File: src/rtl/core/sli_pkg.sv
// ----------------------------------------------------------------------------
// sli_pkg
// Shared sizes, operation codes and status codes for the sorted list store.
// ----------------------------------------------------------------------------
package sli_pkg;

  localparam int CAPACITY = 16;
  localparam int DATA_W   = 32;
  localparam int OP_W     = 2;
  localparam int POS_W    = 4;
  localparam int COUNT_W  = 5;
  localparam int STATUS_W = 2;

  localparam int ADDR_W = (CAPACITY > 1) ? $clog2(CAPACITY) : 1;
  localparam int CNT_W  = $clog2(CAPACITY + 1);
  localparam int CMP_W  = (CNT_W > POS_W) ? CNT_W : POS_W;

  typedef enum logic [OP_W-1:0] {
    OP_INSERT = 2'd0,
    OP_DELETE = 2'd1,
    OP_READ   = 2'd2,
    OP_NOP    = 2'd3
  } op_t;

  typedef enum logic [STATUS_W-1:0] {
    ST_OK     = 2'd0,
    ST_FULL   = 2'd1,
    ST_BADPOS = 2'd2
  } status_t;

endpackage

File: src/rtl/core/sli_ram.sv
// ----------------------------------------------------------------------------
// sli_ram
// Simple dual-port RAM: one write port, one read port, registered read data.
// ----------------------------------------------------------------------------
module sli_ram #(
  parameter int DEPTH = 16,
  parameter int WIDTH = 32,
  parameter int AW    = (DEPTH > 1) ? $clog2(DEPTH) : 1
) (
  input  logic             clk,
  input  logic             wr_en,
  input  logic [AW-1:0]    wr_addr,
  input  logic [WIDTH-1:0] wr_data,
  input  logic             rd_en,
  input  logic [AW-1:0]    rd_addr,
  output logic [WIDTH-1:0] rd_data
);

  logic [WIDTH-1:0] mem [DEPTH];

  always_ff @(posedge clk) begin
    if (wr_en) begin
      mem[wr_addr] <= wr_data;
    end
  end

  always_ff @(posedge clk) begin
    if (rd_en) begin
      rd_data <= mem[rd_addr];
    end
  end

endmodule

File: src/rtl/core/sorted_list_insert_delete.sv
// ----------------------------------------------------------------------------
// sorted_list_insert_delete
// Sorted store of signed 32-bit values with insert, delete-at and read-at.
// ----------------------------------------------------------------------------
// The entries live in one RAM with registered read data and are kept in
// ascending order; equal values keep their arrival order. One request is
// worked at a time and each gives one response carrying the count after the
// operation. An insert walks down from the top, moving one larger entry up
// per cycle past the k entries larger than the value; into an empty list it
// writes slot 0 directly. A delete at position p of n entries closes the gap
// one entry per cycle, moving the n - p - 1 entries above p; removing the last
// entry only lowers the count. The one RAM write port moves one entry per
// cycle. The next request is taken while an earlier response still waits on
// rsp_stall.
module sorted_list_insert_delete (
  input  logic                                clk,
  input  logic                                rst,
  input  logic                                req_valid,
  output logic                                req_stall,
  input  logic [sli_pkg::OP_W-1:0]            operation,
  input  logic signed [sli_pkg::DATA_W-1:0]   value,
  input  logic [sli_pkg::POS_W-1:0]           position,
  output logic                                rsp_valid,
  input  logic                                rsp_stall,
  output logic signed [sli_pkg::DATA_W-1:0]   read_value,
  output logic [sli_pkg::COUNT_W-1:0]         count,
  output logic [sli_pkg::STATUS_W-1:0]        status
);

  typedef enum logic [5:0] {
    S_IDLE = 6'b000001,
    S_INS  = 6'b000010,
    S_PUT  = 6'b000100,
    S_DEL  = 6'b001000,
    S_READ = 6'b010000,
    S_DONE = 6'b100000
  } state_t;

  state_t                             state, state_next;
  logic [sli_pkg::ADDR_W-1:0]         idx, idx_next;
  logic [sli_pkg::CNT_W-1:0]          fill, fill_next;
  logic signed [sli_pkg::DATA_W-1:0]  ins_val, ins_val_next;
  logic signed [sli_pkg::DATA_W-1:0]  res_value, res_value_next;
  sli_pkg::status_t                   res_status, res_status_next;

  logic                               wr_en, rd_en;
  logic [sli_pkg::ADDR_W-1:0]         wr_addr, rd_addr;
  logic [sli_pkg::DATA_W-1:0]         wr_data, rd_data;

  logic [sli_pkg::CMP_W-1:0]          pos_ext, fill_ext;
  logic                               bad_pos, rsp_free;

  sli_ram #(
    .DEPTH (sli_pkg::CAPACITY),
    .WIDTH (sli_pkg::DATA_W)
  ) u_ram (
    .clk     (clk),
    .wr_en   (wr_en),
    .wr_addr (wr_addr),
    .wr_data (wr_data),
    .rd_en   (rd_en),
    .rd_addr (rd_addr),
    .rd_data (rd_data)
  );

  assign pos_ext   = sli_pkg::CMP_W'(position);
  assign fill_ext  = sli_pkg::CMP_W'(fill);
  assign bad_pos   = (pos_ext >= fill_ext);
  assign rsp_free  = !rsp_valid || !rsp_stall;
  assign req_stall = (state != S_IDLE);

  always_comb begin
    state_next      = state;
    idx_next        = idx;
    fill_next       = fill;
    ins_val_next    = ins_val;
    res_value_next  = res_value;
    res_status_next = res_status;
    wr_en           = 1'b0;
    wr_addr         = '0;
    wr_data         = '0;
    rd_en           = 1'b0;
    rd_addr         = '0;

    unique case (state)
      S_IDLE: begin
        if (req_valid) begin
          ins_val_next    = value;
          res_value_next  = '0;
          res_status_next = sli_pkg::ST_OK;
          state_next      = S_DONE;
          unique case (sli_pkg::op_t'(operation))
            sli_pkg::OP_INSERT: begin
              if (fill >= sli_pkg::CNT_W'(sli_pkg::CAPACITY)) begin
                res_status_next = sli_pkg::ST_FULL;
              end else if (fill == '0) begin
                wr_en     = 1'b1;
                wr_addr   = '0;
                wr_data   = value;
                fill_next = fill + sli_pkg::CNT_W'(1);
              end else begin
                // start the walk at the top entry
                idx_next   = fill[sli_pkg::ADDR_W-1:0];
                rd_en      = 1'b1;
                rd_addr    = fill[sli_pkg::ADDR_W-1:0] - sli_pkg::ADDR_W'(1);
                state_next = S_INS;
              end
            end
            sli_pkg::OP_DELETE: begin
              if (bad_pos) begin
                res_status_next = sli_pkg::ST_BADPOS;
              end else if (pos_ext + sli_pkg::CMP_W'(1) >= fill_ext) begin
                fill_next = fill - sli_pkg::CNT_W'(1);
              end else begin
                idx_next   = pos_ext[sli_pkg::ADDR_W-1:0];
                rd_en      = 1'b1;
                rd_addr    = pos_ext[sli_pkg::ADDR_W-1:0] + sli_pkg::ADDR_W'(1);
                state_next = S_DEL;
              end
            end
            sli_pkg::OP_READ: begin
              if (bad_pos) begin
                res_status_next = sli_pkg::ST_BADPOS;
              end else begin
                rd_en      = 1'b1;
                rd_addr    = pos_ext[sli_pkg::ADDR_W-1:0];
                state_next = S_READ;
              end
            end
            sli_pkg::OP_NOP: begin
            end
          endcase
        end
      end

      S_INS: begin
        // rd_data holds the entry just below slot idx
        if ($signed(rd_data) > ins_val) begin
          wr_en    = 1'b1;
          wr_addr  = idx;
          wr_data  = rd_data;
          idx_next = idx - sli_pkg::ADDR_W'(1);
          if (idx == sli_pkg::ADDR_W'(1)) begin
            state_next = S_PUT;
          end else begin
            rd_en   = 1'b1;
            rd_addr = idx - sli_pkg::ADDR_W'(2);
          end
        end else begin
          wr_en      = 1'b1;
          wr_addr    = idx;
          wr_data    = ins_val;
          fill_next  = fill + sli_pkg::CNT_W'(1);
          state_next = S_DONE;
        end
      end

      S_PUT: begin
        wr_en      = 1'b1;
        wr_addr    = idx;
        wr_data    = ins_val;
        fill_next  = fill + sli_pkg::CNT_W'(1);
        state_next = S_DONE;
      end

      S_DEL: begin
        // move entry idx+1 down into idx
        wr_en    = 1'b1;
        wr_addr  = idx;
        wr_data  = rd_data;
        idx_next = idx + sli_pkg::ADDR_W'(1);
        if (sli_pkg::CNT_W'(idx) + sli_pkg::CNT_W'(2) < fill) begin
          rd_en   = 1'b1;
          rd_addr = idx + sli_pkg::ADDR_W'(2);
        end else begin
          fill_next  = fill - sli_pkg::CNT_W'(1);
          state_next = S_DONE;
        end
      end

      S_READ: begin
        res_value_next = rd_data;
        state_next     = S_DONE;
      end

      S_DONE: begin
        // hold until the response register is free
        if (rsp_free) begin
          state_next = S_IDLE;
        end
      end

      default: begin
        state_next = S_IDLE;
      end
    endcase
  end

  always_ff @(posedge clk) begin
    if (rst) begin
      state <= S_IDLE;
      fill  <= '0;
    end else begin
      state <= state_next;
      fill  <= fill_next;
    end
  end

  always_ff @(posedge clk) begin
    idx        <= idx_next;
    ins_val    <= ins_val_next;
    res_value  <= res_value_next;
    res_status <= res_status_next;
  end

  always_ff @(posedge clk) begin
    if (rst) begin
      rsp_valid <= 1'b0;
    end else if (state == S_DONE && rsp_free) begin
      rsp_valid <= 1'b1;
    end else if (!rsp_stall) begin
      rsp_valid <= 1'b0;
    end
  end

  always_ff @(posedge clk) begin
    if (state == S_DONE && rsp_free) begin
      read_value <= res_value;
      count      <= sli_pkg::COUNT_W'(fill);
      status     <= res_status;
    end
  end

endmodule

File: config.mk
export PLATFORM = sky130hd
export DESIGN_NAME = sorted_list_insert_delete
export DESIGN_NICKNAME = d
export VERILOG_FILES = /design/src/rtl/core/sli_pkg.sv /design/src/rtl/core/sli_ram.sv /design/src/rtl/core/sorted_list_insert_delete.sv
export SDC_FILE = /design/constraint.sdc
export NUM_CORES = 1
export LEC_CHECK = 0
export ABC_AREA = 1
export BUFFER_PORTS_ARGS = -buffer_cell sky130_fd_sc_hd__buf_4
export CORE_UTILIZATION = 40
export DETAILED_ROUTE_END_ITERATION = 12
export PLACE_DENSITY = 0.57
export REMOVE_ABC_BUFFERS = 1
export SLEW_MARGIN = 20
export SYNTH_ARGS = -nofsm -noshare
export SYNTH_HDL_FRONTEND = slang
export SYNTH_SLANG_ARGS = --single-unit
File: constraint.sdc
create_clock -name clk -period 7.4 [get_ports clk]
set_clock_uncertainty 0.2 [all_clocks]
set_input_delay 0.74 -clock clk [delete_from_list [all_inputs] [get_ports clk]]
set_output_delay 0.74 -clock clk [all_outputs]
set_load 0.05 [all_outputs]
==> metrics.md <==
| Metric | Value |
|---|---|
| PwrDens | 339 nW/um^2 |
| First-pass GRT wire length | 121 mm |
| CTS tree | built |
| Worst Path Arrival | roughly 4800 ps |
| Pre-CTS setup slack | around 2500 ps |
| Detailed placer's ending HPWL | 43.2 mm |
| Post-CTS sizing | 0 |
| Post-synth EDFFs | between 600 and 700 |
| Number of synthesized register bits | 665 |
| Final critical-path required period | 4880 ps |
| Depth of the CTS H-tree | 3 |
| CTS max path bufs | 3 |
| Max_cap viols | 0 |
| CP Capture Type | register |
| Clock Sinks | 665 |
| Static Leakage | about 12 nW |
| Placed cell count | 3,354 |
| Slew Viols, Final | 0 |
| Post-synth ARST share | 0% |
| Clock Power Share | 31.6% |
| Layout net count | approximately 2,600 |
| Accumulated negative setup slack | 0 ps |
| Final hold viol count | 0 |
| Die height | roughly 270 um |
| GRT Overall Usage | 22.2% |
| Initial antenna violation count | 2 |
| Die area | roughly 73,000 um^2 |
| Syn Std Cell Area | about 29,000 um^2 |
| RSZ-0062 raised after global routing | false |
| Via-to-Cell Ratio | 5.62 |
| Chip width | ~270 um |
| Routability cong. | about 0.90 |
| Logic gate share of total power | 24.7% |
| TritonCTS Buffers | 71 |
| Yosys Warn Count | 0 |
| Syn_area_per_cell | ~12 um^2 |
| # port buffers | 82 |
| Area Growth Syn to Fin | 13.7% |
| CP max FO | 24 |
| Internal power | between 0.007 and 0.008 W |
| Max Freq | 205 MHz |
| Antenna Cells | 0 |
| Vias in the first global route | between 15,000 and 20,000 |
| Seq/Total Area, Yosys | 69.1% |
| Share of power burned in registers | 43.7% |
| Setup CP Type | reg -> reg |
| Req. time, crit path | 7340 ps |
| Measured slew at the worst slew-check pin | approximately 1200 ps |
| Core Region | 70,500 um^2 |
| CTS Hold Bufs | 0 |
| Grt ovf | 0 |
| I/O pin cnt | 83 |
| DRC viols | 0 |
| Placed Area | 30,200 um^2 |
| Largest net degree at the start of global routing | roughly 180 |
| Switching part of the total | 32.6% |
| Nature of the critical path startpoint | register |
| Outcome | completed |
| Hold crit path type | in -> reg |
| Drt first pass iters | 5 |
| Post-Layout Cell Count | roughly 3,500 |
| Routed Antenna Nets | 0 |
| Post-Synthesis Cells | 2,440 |
| Psw | 0.00361 W |
| Root buffer cell | clkbuf_16 |
| Initial Utilization | about two fifths |
| Cell row count | 97 |
| Worst Setup Slack, final | roughly 2500 ps |
| Clk slew on worst S/H paths | roughly 60 ps |
| Setup Viol. Count Final | 0 |
| Ys flop type | edfxtp_1 |
| Clk_lat worst skew | between 600 and 700 ps |
| Filler instances | 6,309 |
| Maximum VDD drop | 0.000160 V |
| Final Cell Area | 32,700 um^2 |
| Share of cells above drive strength 1 | 11.7% |
| Max_slew headroom | 20.6% |
| Post-CTS setup buffer count | 0 |
| Via count | 19,600 |
| Netlist cell types | 46 |
| Initial drt markers | 2,440 |
| Hold WS | approximately 110 ps |
| Routed wire length | 81.7 mm |
| Crit share post-route | 66.0% |
| Post-DR wirelength/cell | approximately 23 um |
## sequential cells by signal, indices dropped and copies added, names as in the netlist
name	cells
res_status	2
read_value	32
res_value	32
u_ram.rd_data	32
idx	4
status	2
count	5
state	6
ins_val	32
rsp_valid	1
fill	5
u_ram.mem	512
## worst paths after layout
| path | start | endpoint | slack [ps] | cells past startpoint |
|---|---|---|---|---|
| worst min register to register | res_value[9]$_SDFFCE_PN0P_ | read_value[9]$_DFFE_PP_ | 220 | 0 |
| worst min-delay path | value[19] | ins_val[19]$_DFFE_PP_ | 110 | 1 |
| worst max register to register | u_ram.rd_data[31]$_DFFE_PP_ | u_ram.mem[3][7]$_DFFE_PP_ | 2520 | 12 |
| worst max-delay path | u_ram.rd_data[31]$_DFFE_PP_ | u_ram.mem[3][7]$_DFFE_PP_ | 2520 | 12 |
## through the flow
stage	util (%)	power, W
final	46.3	0.0111
after global routing	46.3	0.0116
after CTS	46.1	0.0111
after detailed placement	42.8	0.00760
after global placement	42.8	0.00755
after floorplan	-	0.00664
## layout by cell type (no fill, tap or decap), types with 12 or more instances in the layout
cell	count
dfxtp_1	12
inv_1	122
clkinv_2	13
nor2_4	21
edfxtp_1	653
nor2_1	61
clkinv_1	14
nand4_1	16
a21oi_1	31
buf_4	119
ha_1	58
clkbuf_16	71
nand2_1	509
nand3_1	688
o21ai_0	18
o221ai_2	25
clkbuf_1	15
## logic make-up (layout without fill, tap and decap cells)
group	Yosys count	in the layout	share of synthesized area, %
flops	665	665	69.1
compound gates	107	107	2.54
buf+inv	276	380	4.68
mux	1	1	0.0349
xor+xnor	11	11	0.336
fa+ha+maj	58	58	2.53
simple gates	1322	1322	20.7
## synthesized netlist by cell type, types with 4 or more instances
cell        n  area share (%)
nand3_1   689              12
edfxtp_1  653              68
nand2_1   511             6.7
inv_1     123             1.6
buf_2      82             1.4
nor2_1     80             1.0
ha_1       58             2.5
o221ai_1   32            0.98
a21oi_1    31            0.54
buf_4      29            0.76
clkbuf_1   23            0.30
o21ai_0    18            0.31
nand4_1    16            0.35
buf_6      13            0.51
dfxtp_1    12            0.84
xor2_1      9            0.27
nor3_1      7            0.12
nor2_2      6            0.13
inv_2       5           0.065
o211ai_1    4            0.10
## critical path, cell delays in order (launching register included)
cell	delay [ps]
edfxtp_1	400
ha_1	470
nand2_1	120
nor2_1	140
and2_1	260
nand4_1	180
nor3b_1	380
a21oi_2	140
nand3_1	230
nand2_1	140
inv_1	480
buf_4	610
o221ai_1	630
## power by group through the flow
stage                     sequential, W  clock [W]  combinational [W]
after detailed placement        0.00492          0            0.00268
after floorplan                 0.00495          0            0.00169
final                           0.00484    0.00350            0.00273
after global placement          0.00491          0            0.00264
after CTS                       0.00484    0.00355            0.00269
after global routing            0.00487    0.00370            0.00301
## cell type report
cell class              instances  area [um^2]  share of cell area, %
flip-flops and latches        665        19800                   60.8
multi-input cells            1499         7900                   24.2
clock buffers                  87         1850                   5.65
well taps                     940         1180                   3.60
repair buffers                124          978                   3.00
inverters                     128          483                   1.48
clock inverters                41          429                   1.31
## metal layers
layer | routed length [um] | share of wire [%] | track usage [%]
met5 | 16 | 0.020 | 0
met4 | 2020 | 2.5 | 7.19
met3 | 6330 | 7.8 | 2.86
met2 | 38200 | 47 | 35.1
met1 | 35100 | 43 | 31.6
Note: power is estimated with default switching activity, not from simulation.
